--- config.mk ---
export PLATFORM = sky130hd
export DESIGN_NAME = stack_queue_store_core
export DESIGN_NICKNAME = d
export VERILOG_FILES = /design/src/design/sqs_pkg.sv /design/src/design/stack_queue_store_core.sv
export SDC_FILE = /design/constraint.sdc
export NUM_CORES = 2
export LEC_CHECK = 0
export BUFFER_PORTS_ARGS = -buffer_cell sky130_fd_sc_hd__buf_2
export CAP_MARGIN = 5
export CORE_AREA = 8 8 452 321
export CTS_BUF_LIST = sky130_fd_sc_hd__clkbuf_8 sky130_fd_sc_hd__clkbuf_16
export DETAILED_ROUTE_END_ITERATION = 12
export DIE_AREA = 0 0 460 329
export PLACE_DENSITY = 0.79
export RECOVER_POWER = 50
export SETUP_SLACK_MARGIN = 0.15
export SLEW_MARGIN = 0
export SYNTH_ARGS = -nofsm -noshare
export SYNTH_HDL_FRONTEND = slang
export SYNTH_SLANG_ARGS = --single-unit
--- constraint.sdc ---
create_clock -name clk -period 5.5 [get_ports clk]
set_clock_uncertainty 0.1 [all_clocks]
set_input_delay 0.825 -clock clk [delete_from_list [all_inputs] [get_ports clk]]
set_output_delay 0.825 -clock clk [all_outputs]
set_load 0.05 [all_outputs]
--- src/design/sqs_pkg.sv ---
// Shared types and constants for the stack/queue store.
// No dependencies; used by stack_queue_store_core.
package sqs_pkg;

	localparam int DEPTH  = 64;
	localparam int IDX_W  = $clog2(DEPTH + 1);
	localparam int ADDR_W = $clog2(DEPTH);
	localparam int WORD_W = 32;

	typedef enum logic [1:0] {
		FUNC_PUSH = 2'd0,
		FUNC_POP  = 2'd1,
		FUNC_LIST = 2'd2,
		FUNC_NOP  = 2'd3
	} sqs_func_t;

	typedef enum logic [1:0] {
		STAT_DONE  = 2'd0,
		STAT_EMPTY = 2'd1,
		STAT_FULL  = 2'd2,
		STAT_RSVD  = 2'd3
	} sqs_status_t;

	typedef enum logic [1:0] {
		ST_IDLE,
		ST_POP,
		ST_LIST
	} sqs_state_t;

endpackage

--- src/design/stack_queue_store_core.sv ---
// Stack/queue store: one synchronous word memory with low and high pointers.
// Depends on sqs_pkg.
//
// Usage:
//   Input stream (s_*): s_tuser carries the operation (push, pop, list), s_tdata
//   the word to push. Output stream (m_*): m_tuser carries the status, m_tdata the
//   popped or listed word (zero unless status is done), m_tlast marks the final
//   result of an operation. cfg_* writes the mode bit (1 queue, 0 stack).
// Timing:
//   Push and the empty/full answers load the output register in the transfer
//   cycle itself, so a new item can follow at once while the output is free.
//   A pop reads the memory into the read register, and the pop state moves the
//   word to the output register once that is free; the input waits meanwhile.
//   A list reads one entry and emits one result per cycle while the output is
//   not stalled, holding the input to the end; the single read port sets this pace.
//   An unused operation code is taken and produces nothing.
// Reset: pointers clear (store empty), mode returns to queue; memory contents
//   are not cleared and need no sweep.
// Stall: a result waits in the output register while m_tready is low; the
//   input and the list walk hold until the register can be refilled.
module stack_queue_store_core (
	input  logic                        clk,
	input  logic                        arst_n,
	input  logic                        s_tvalid,
	output logic                        s_tready,
	input  logic [sqs_pkg::WORD_W-1:0]  s_tdata,  // [31:0] value
	input  logic [1:0]                  s_tuser,  // [1:0] func
	output logic                        m_tvalid,
	input  logic                        m_tready,
	output logic [sqs_pkg::WORD_W-1:0]  m_tdata,  // [31:0] data_out
	output logic [1:0]                  m_tuser,  // [1:0] status
	output logic                        m_tlast,
	input  logic                        cfg_valid,
	output logic                        cfg_ready,
	input  logic                        cfg_data
);

	sqs_pkg::sqs_state_t state_q, state_next;

	logic [sqs_pkg::WORD_W-1:0] mem_q [sqs_pkg::DEPTH];
	logic [sqs_pkg::WORD_W-1:0] rd_data_q;

	logic [sqs_pkg::IDX_W-1:0] low_q, high_q, walk_q, cnt_q;
	logic                      mode_q;

	logic                      m_tvalid_q, m_tlast_q;
	logic [sqs_pkg::WORD_W-1:0] m_tdata_q;
	logic [1:0]                m_tuser_q;

	logic                      accept, out_free, empty, full;
	logic                      wr_en, rd_en, out_load, out_last;
	logic [sqs_pkg::ADDR_W-1:0] rd_addr;
	logic [sqs_pkg::IDX_W-1:0] rd_idx, high_m1;
	logic [1:0]                out_status;
	logic [sqs_pkg::WORD_W-1:0] out_data;
	logic                      low_inc, high_inc, high_dec, list_start, walk_step;
	sqs_pkg::sqs_func_t        func;

	assign func     = sqs_pkg::sqs_func_t'(s_tuser);
	assign out_free = !m_tvalid_q || m_tready;
	assign s_tready = (state_q == sqs_pkg::ST_IDLE) && out_free;
	assign accept   = s_tvalid && s_tready;
	assign empty    = low_q >= high_q;
	assign full     = high_q >= sqs_pkg::IDX_W'(sqs_pkg::DEPTH);
	assign high_m1  = high_q - sqs_pkg::IDX_W'(1);
	assign rd_addr  = rd_idx[sqs_pkg::ADDR_W-1:0];
	// a mode write waits while an operation is in progress or an input transfer takes place
	assign cfg_ready = (state_q == sqs_pkg::ST_IDLE) && !accept;

	assign m_tvalid = m_tvalid_q;
	assign m_tdata  = m_tdata_q;
	assign m_tuser  = m_tuser_q;
	assign m_tlast  = m_tlast_q;

	// next state
	always_comb begin
		state_next = state_q;
		case (state_q)
			sqs_pkg::ST_IDLE: begin
				if (accept && !empty) begin
					if (func == sqs_pkg::FUNC_POP) begin
						state_next = sqs_pkg::ST_POP;
					end else if (func == sqs_pkg::FUNC_LIST) begin
						state_next = sqs_pkg::ST_LIST;
					end
				end
			end
			sqs_pkg::ST_POP: begin
				if (out_free) begin
					state_next = sqs_pkg::ST_IDLE;
				end
			end
			sqs_pkg::ST_LIST: begin
				if (out_free && cnt_q == sqs_pkg::IDX_W'(1)) begin
					state_next = sqs_pkg::ST_IDLE;
				end
			end
			default: state_next = sqs_pkg::ST_IDLE;
		endcase
	end

	// control and result selection
	always_comb begin
		wr_en      = 1'b0;
		rd_en      = 1'b0;
		rd_idx     = walk_q;
		out_load   = 1'b0;
		out_last   = 1'b1;
		out_status = sqs_pkg::STAT_DONE;
		out_data   = '0;
		low_inc    = 1'b0;
		high_inc   = 1'b0;
		high_dec   = 1'b0;
		list_start = 1'b0;
		walk_step  = 1'b0;
		case (state_q)
			sqs_pkg::ST_IDLE: begin
				if (accept) begin
					case (func)
						sqs_pkg::FUNC_PUSH: begin
							out_load = 1'b1;
							if (full) begin
								out_status = sqs_pkg::STAT_FULL;
							end else begin
								wr_en    = 1'b1;
								high_inc = 1'b1;
							end
						end
						sqs_pkg::FUNC_POP: begin
							if (empty) begin
								out_load   = 1'b1;
								out_status = sqs_pkg::STAT_EMPTY;
							end else begin
								rd_en    = 1'b1;
								rd_idx   = mode_q ? low_q : high_m1;
								low_inc  = mode_q;
								high_dec = !mode_q;
							end
						end
						sqs_pkg::FUNC_LIST: begin
							if (empty) begin
								out_load   = 1'b1;
								out_status = sqs_pkg::STAT_EMPTY;
							end else begin
								rd_en      = 1'b1;
								rd_idx     = mode_q ? low_q : high_m1;
								list_start = 1'b1;
							end
						end
						default: ;
					endcase
				end
			end
			sqs_pkg::ST_POP: begin
				if (out_free) begin
					out_load = 1'b1;
					out_data = rd_data_q;
				end
			end
			sqs_pkg::ST_LIST: begin
				if (out_free) begin
					out_load = 1'b1;
					out_data = rd_data_q;
					out_last = (cnt_q == sqs_pkg::IDX_W'(1));
					if (!out_last) begin
						rd_en     = 1'b1;
						walk_step = 1'b1;
					end
				end
			end
			default: ;
		endcase
	end

	// word memory, one write and one registered read port
	always_ff @(posedge clk) begin
		if (wr_en) begin
			mem_q[high_q[sqs_pkg::ADDR_W-1:0]] <= s_tdata;
		end
		if (rd_en) begin
			rd_data_q <= mem_q[rd_addr];
		end
	end

	always_ff @(posedge clk or negedge arst_n) begin
		if (!arst_n) begin
			state_q    <= sqs_pkg::ST_IDLE;
			low_q      <= '0;
			high_q     <= '0;
			walk_q     <= '0;
			cnt_q      <= '0;
			mode_q     <= 1'b1;
			m_tvalid_q <= 1'b0;
		end else begin
			state_q <= state_next;
			if (cfg_valid && cfg_ready) begin
				mode_q <= cfg_data;
			end
			if (low_inc) begin
				low_q <= low_q + sqs_pkg::IDX_W'(1);
			end
			if (high_inc) begin
				high_q <= high_q + sqs_pkg::IDX_W'(1);
			end else if (high_dec) begin
				high_q <= high_m1;
			end
			if (list_start) begin
				cnt_q  <= high_q - low_q;
				walk_q <= mode_q ? low_q + sqs_pkg::IDX_W'(1) : high_m1 - sqs_pkg::IDX_W'(1);
			end else if (walk_step) begin
				cnt_q  <= cnt_q - sqs_pkg::IDX_W'(1);
				walk_q <= mode_q ? walk_q + sqs_pkg::IDX_W'(1) : walk_q - sqs_pkg::IDX_W'(1);
			end
			if (out_load) begin
				m_tvalid_q <= 1'b1;
			end else if (m_tready) begin
				m_tvalid_q <= 1'b0;
			end
		end
	end

	// output payload, no reset needed
	always_ff @(posedge clk) begin
		if (out_load) begin
			m_tdata_q <= out_data;
			m_tuser_q <= out_status;
			m_tlast_q <= out_last;
		end
	end

	a_ptr_order: assert property (@(posedge clk) disable iff (!arst_n)
		low_q <= high_q)
		else $error("low pointer passed high pointer");

	a_ptr_bound: assert property (@(posedge clk) disable iff (!arst_n)
		high_q <= sqs_pkg::IDX_W'(sqs_pkg::DEPTH))
		else $error("high pointer beyond depth");

	a_list_cnt: assert property (@(posedge clk) disable iff (!arst_n)
		state_q == sqs_pkg::ST_LIST |-> cnt_q != '0)
		else $error("list walk with zero remaining");

	a_list_end: assert property (@(posedge clk) disable iff (!arst_n)
		(state_q == sqs_pkg::ST_LIST && out_load && out_last) |=>
		(state_q == sqs_pkg::ST_IDLE && m_tvalid_q && m_tlast_q))
		else $error("list did not end after last entry");

	a_no_write_busy: assert property (@(posedge clk) disable iff (!arst_n)
		state_q != sqs_pkg::ST_IDLE |-> !wr_en && !low_inc && !high_inc && !high_dec)
		else $error("pointer or memory update during a read operation");

endmodule
== Yosys cells after proc, flatten, opt, wreduce, memory -nomap -nowiden ==
Memory sizes are Yosys's and may differ from the RTL's. A register that Yosys moved wholly into a read port is not among the register bits.
Index checks and enable logic that the tools add are counted.

* Logic and storage cells: 105
* Memories kept: 1
* Output and inout port bits: 38
* Register bits after elaboration: 67
* Bits in writable memories: 2048
* Input port bits: 40

* Order comparisons: 2
* Add/subtract/negate cells: 8
* Reductions and logical operators: 22
* Equality and inequality tests: 9
* Muxes and demuxes: 53

{| class="wikitable"
|+ Memories
! name !! depth !! width !! read ports !! clocked after memory_dff !! wr ports !! RTL line !! text
|-
| mem_q || 64 || 32 || 1 || 1 || 1 || stack_queue_store_core.sv:40 || <nowiki>logic [sqs_pkg::WORD_W-1:0] mem_q [sqs_pkg::DEPTH];</nowiki>
|}

{| class="wikitable"
|+ Operator list
! kind !! number
|-
| $mux 7 || 8
|-
| $mux 6 || 5
|-
| $mux 1 || 29
|-
| $sub 7x1->7 const B || 4
|-
| $add 7x1->7 const B || 3
|-
| $mux 2 || 6
|-
| $eq 7x1->1 const B || 1
|-
| $ge 7x7->1 || 1
|-
| $ge 7x7->1 const B || 1
|-
| $sub 7x7->7 || 1
|-
| $logic_and 1x1->1 || 6
|-
| $pmux 1 s2 || 3
|-
| $pmux 2 s3 || 1
|-
| $reduce_and 2->1 || 3
|-
| $reduce_bool 2->1 || 3
|-
| $eq 2x1->1 const B || 2
|-
| $eq 2x2->1 const B || 2
|-
| $logic_not 1->1 || 4
|-
| $logic_not 2->1 || 2
|-
| $ne 2x2->1 const B || 2
|-
| $pmux 2 s2 || 1
|-
| $reduce_and 4->1 || 1
|-
| $reduce_or 2->1 || 2
|-
| $ne 3x1->1 const B || 1
|-
| other kinds (2) || 2
|}

== Longest topological paths before layout ==
* Depth in word-level cells: 8
* Mapped depth: 17
* Gate-level depth less buffers: 11

== Worst setup path after synthesis ==
Ideal clock, no wire load.

* Kind: in2reg
* From: input port s_tuser[0]
* To: memory mem_q[15][0] in the netlist's numbering (enable)
* Library setup time: 0.461 ns
* Stages on the path: 8
* Data arrival time: 4.309 ns
* Path slack: 0.630 ns
* Required time: 4.939 ns
* Path buffers: 1
* Cell sequence: inv_1 > ha_1 > nand4_1 > nor2_1 > and2_1 > clkbuf_1 > nand4_1 > nor3_1

* Word-level cells in the longest chain between the ends: 6

{| class="wikitable"
|+ Ends and longest elaborated chain
! item !! RTL line !! text
|-
| start: declaration || stack_queue_store_core.sv:27 || <nowiki>input logic [1:0] s_tuser,</nowiki>
|-
| $logic_not 2->1 || stack_queue_store_core.sv:119 || <nowiki>case (func)</nowiki>
|-
| $mux 1 || stack_queue_store_core.sv:119 ||
|-
| $mux 1 || stack_queue_store_core.sv:118 || <nowiki>if (accept) begin</nowiki>
|-
| $mux 1 || stack_queue_store_core.sv:116 || <nowiki>case (state_q)</nowiki>
|-
| $mux 1 || stack_queue_store_core.sv:177 || <nowiki>if (wr_en) begin</nowiki>
|-
| $mux 1 (not written as such) || stack_queue_store_core.sv:178 || <nowiki>mem_q[high_q[sqs_pkg::ADDR_W-1:0]] <= s_tdata;</nowiki>
|-
| end: declaration || stack_queue_store_core.sv:40 ||
|}

No other way between the ends.

== Worst setup path in the final report ==
* From: register high_q[4] in the netlist's numbering
* To: register rd_data_q[7] in the netlist's numbering, read port of mem_q, data pin

* Word-level cells in the longest chain between the ends: 6
* Elaborated cells between the ends (all ways): 11
* Those cells by class: add/sub: 1; order compare: 1; mux: 9

{| class="wikitable"
|+ Ends and longest elaborated chain
! item !! RTL line !! text
|-
| start: declaration || stack_queue_store_core.sv:43 || <nowiki>logic [sqs_pkg::IDX_W-1:0] low_q, high_q, walk_q, cnt_q;</nowiki>
|-
| start signal: assignment || stack_queue_store_core.sv:203 || <nowiki>high_q <= high_q + sqs_pkg::IDX_W'(1);</nowiki>
|-
| start signal: assignment || stack_queue_store_core.sv:205 || <nowiki>high_q <= high_m1;</nowiki>
|-
| $sub 7x1->7 || stack_queue_store_core.sv:65 || <nowiki>assign high_m1 = high_q - sqs_pkg::IDX_W'(1);</nowiki>
|-
| $mux 6 || stack_queue_store_core.sv:135, stack_queue_store_core.sv:146 ||
|-
| $mux 6 || stack_queue_store_core.sv:130, stack_queue_store_core.sv:141 ||
|-
| $mux 6 || - ||
|-
| $mux 6 || stack_queue_store_core.sv:118 ||
|-
| $mux 6 || stack_queue_store_core.sv:116 ||
|-
| end: declaration || stack_queue_store_core.sv:41 || <nowiki>logic [sqs_pkg::WORD_W-1:0] rd_data_q;</nowiki>
|}

Parallel ways exist; a longest one is shown, timed or not.
A chain may end at the register's enable or synchronous reset.

==> impl_metrics.py <==
metrics = {
    "status": {
        "status": "finished with violations",
        "violations": "max-capacitance violations, max-slew violations",
    },
    "cts": {
        "numCtsBuffers": 187,
        "ctsHtreeMaxLevel": 4,
        "cts_tree": "done",
        "cts_root_buf": "clkbuf_16",
        "clock_sinks": 2146,
        "clk_pin_slew_ps": 70,
        "worstSkewPairLatency_ps": 820,
        "cts_buffer_depth": 3,
    },
    "timing": {
        "slew_violations": 2146,
        "fin_crit_sh_pct": 93.61,
        "max-slew-margin-rel_pct": -143.0,
        "finalHoldViolCount": 0,
        "fmax_mhz": 194.2,
        "setup_tns_ps": 0,
        "setup_viol": 0,
        "min_period_ps": 5148,
        "tightest_slew_ps": 3645,
        "rsz0062_at_grt": "false",
    },
    "global_route": {
        "grt_pass1_wl_mm": 355.4,
        "grt_max_degree": 85,
        "grt_use_total_pct": 31.80,
        "grt_pass1_vias": 53030,
        "grt_overflow": 0,
        "grt_antenna_before_repair": 15,
    },
    "logic_synthesis": {
        "synth_edf_count": 2115,
        "ys_warn_count": 0,
        "ys_seq_elements": 2146,
        "syn-num-nets": 5813,
        "async_reset_ff_share_pct": 1.445,
        "yosys.area.top_type_share_pct": 73.66,
        "post-synth-top-count-cell": "edfxtp_1",
        "synth_commonest_cells": "edfxtp_1, nand2_1, nand3_1",
        "synth_top_cell_by_area": "edfxtp_1",
        "synthDistinctLibCells": 85,
        "synth_area_um2": 86220,
        "avgSynthCellArea_um2": 15.01,
        "synth_flop_cell": "edfxtp_1",
        "ys_seq_area_share_pct": 74.56,
        "syn_inst": 5746,
        "synth_area_leaders": "edfxtp_1, nand2_1, nand3_1, mux2i_1, mux4_2",
    },
    "finish": {
        "syn_to_final_growth_pct": 11.68,
        "nNetsFinal": 5936,
        "postLayoutCoreUtil_pct": 69.42,
        "layout-drive-gt1-share_pct": 13.16,
    },
    "drt": {
        "drt_iter0_markers": 9909,
        "vias_per_cell": 6.990,
        "vias": 55170,
        "drc": 0,
        "ant_nets": 0,
        "routedWlPerCell_um": 31.07,
        "wirelength_mm": 245.3,
        "firstDrtPassIters": 8,
    },
    "floorplan": {
        "die_h_um": 329,
        "coreArea_um2": 138700,
        "start_util_pct": 62.16,
        "die_x_um": 460,
        "die_area_um2": 151300,
        "rows": 115,
        "ios": 78,
    },
    "setup_path": {
        "arrival_ps": 5760,
        "worstPathRequired_ps": 6110,
        "critPathSlowestCell": "dfrtp_1",
        "criticalPathCategory": "flip-flop to flip-flop",
        "endpoint_kind": "flip-flop",
        "r2r_end": "rd_data_q[7]",
        "path_buf_inv": 3,
        "cp_common_cell": "buf_4",
        "ff2ff_setup_slack_ps": 350,
        "startpoint_type": "flip-flop",
        "worst-path-max-fanout": 53,
        "critPathTopFamily": "compound AO/OA/AOI/OAI gates",
        "rr_worst_depth": 13,
        "max_stage_delay_ps": 670,
        "cp-startpoint": "high_q[4]",
        "crit_chain": "ha_1, a21o_1, a221o_1, o211ai_1, buf_4, a22o_4, buf_12, buf_4, a211oi_1, o21ai_0, nand4_1, a21oi_1, o31a_1",
        "r2r_start": "high_q[4]",
    },
    "placement": {
        "port_buffers": 77,
        "dpl.hpwl_mm": 140.1,
        "place_congestion": 0.9141,
    },
    "min_path": {
        "hold_class": "primary input to flip-flop",
        "hold_path_end": "mode_q",
        "holdCritStartpoint": "cfg_data",
        "worstHoldPathCells": 2,
    },
    "job": {
        "cap_viol_max_count": 34,
    },
    "power": {
        "power_uw": 51330,
        "irDropWorstVdd_v": 0.0006102,
        "p_leak_uw": 0.03214,
        "p_per_area_nw_per_um2": 533.1,
    },
}
[layout by cell type (no fill, tap or decap), types with 48 or more instances in the layout]
master / instances
a31oi_1: 80
clkinv_1: 48
inv_1: 124
and3_1: 102
o21ai_0: 117
nor2_4: 68
o221a_2: 82
a221oi_1: 130
clkbuf_16: 190
a211oi_1: 165
buf_4: 183
mux2i_1: 260
mux4_2: 63
clkbuf_1: 72
nand3_1: 572
nand2_1: 920
edfxtp_1: 2115
buf_12: 65
a21oi_1: 147
[where the power goes]
group | switching, uW | internal [uW] | leakage (uW)
logic | 13100 | 6190 | 0.00968
clock network | 5870 | 7150 | 0.00305
registers | 385 | 18600 | 0.0194
[logic make-up after synthesis]
| kind of cell | Yosys count | share of synthesized area (%) |
|---|---|---|
| adders and majority gates | 27 | 0.4092 |
| DFF | 2146 | 74.56 |
| and+or+nand+nor | 1785 | 9.163 |
| xor gates and xnor gates | 39 | 0.3962 |
| buffers and inverters | 492 | 2.554 |
| muxes | 336 | 4.853 |
| AOI/OAI and AO/OA | 921 | 8.061 |
[how the worst max path moves through the flow]
stage                   end  slack [ps]  cells past startpoint
4_1_cts        rd_data_q[5]         470                     12
2_1_floorplan  mem_q[15][0]         630                      8
3_5_place_dp   rd_data_q[7]         530                     13
6_report       rd_data_q[7]         350                     13
3_3_place_gp   rd_data_q[7]         600                     13
5_1_grt        rd_data_q[7]         270                     13
[area by class of cell]
cell class	instances	area (um^2)
timing repair buffer	337	3035
fill	8690	42420
clock buffer	190	4755
inverter	89	334.1
tap	1872	2342
sequential	2146	64290
clock inverter	148	1184
antenna	3	7.507
multi-input combinational	3108	20340
[through the flow]
stage | setup WS [ps] | cells | hold slack, ps | area, um^2
2_1_floorplan | 630.1 | 5746 | 345.4 | 86220
3_3_place_gp | 597.1 | 7551 | 363.2 | 90470
3_5_place_dp | 526.0 | 7551 | 369.6 | 90470
4_1_cts | 473.9 | 7890 | 111.5 | 96420
5_1_grt | 268.1 | 7891 | 131.2 | 96290
6_report | 351.7 | 7893 | 152.6 | 96290
[repair_timing]
| action | 4_1_cts | 5_1_grt |
|---|---|---|
| resized for setup | 0 | 0 |
| buffers inserted | 0 | 0 |
| hold endpoints to repair | 30 | 0 |
| hold buffers | 1 | 0 |
[routing by layer]
layer | part of all wire (%) | track usage [%]
met5 | 0.038 | 0
met3 | 16 | 8.947
met1 | 36 | 45.18
met4 | 5.0 | 13.70
met2 | 44 | 46.64
[registers in the layout, indices dropped and copies added (netlist names), 2 cells and up]
name       cells
cnt_q          7
high_q         7
low_q          7
m_tdata       32
m_tuser        2
mem_q       2048
rd_data_q     32
state_q        2
walk_q         6
No activity file was read; power rests on OpenSTA's default activity.
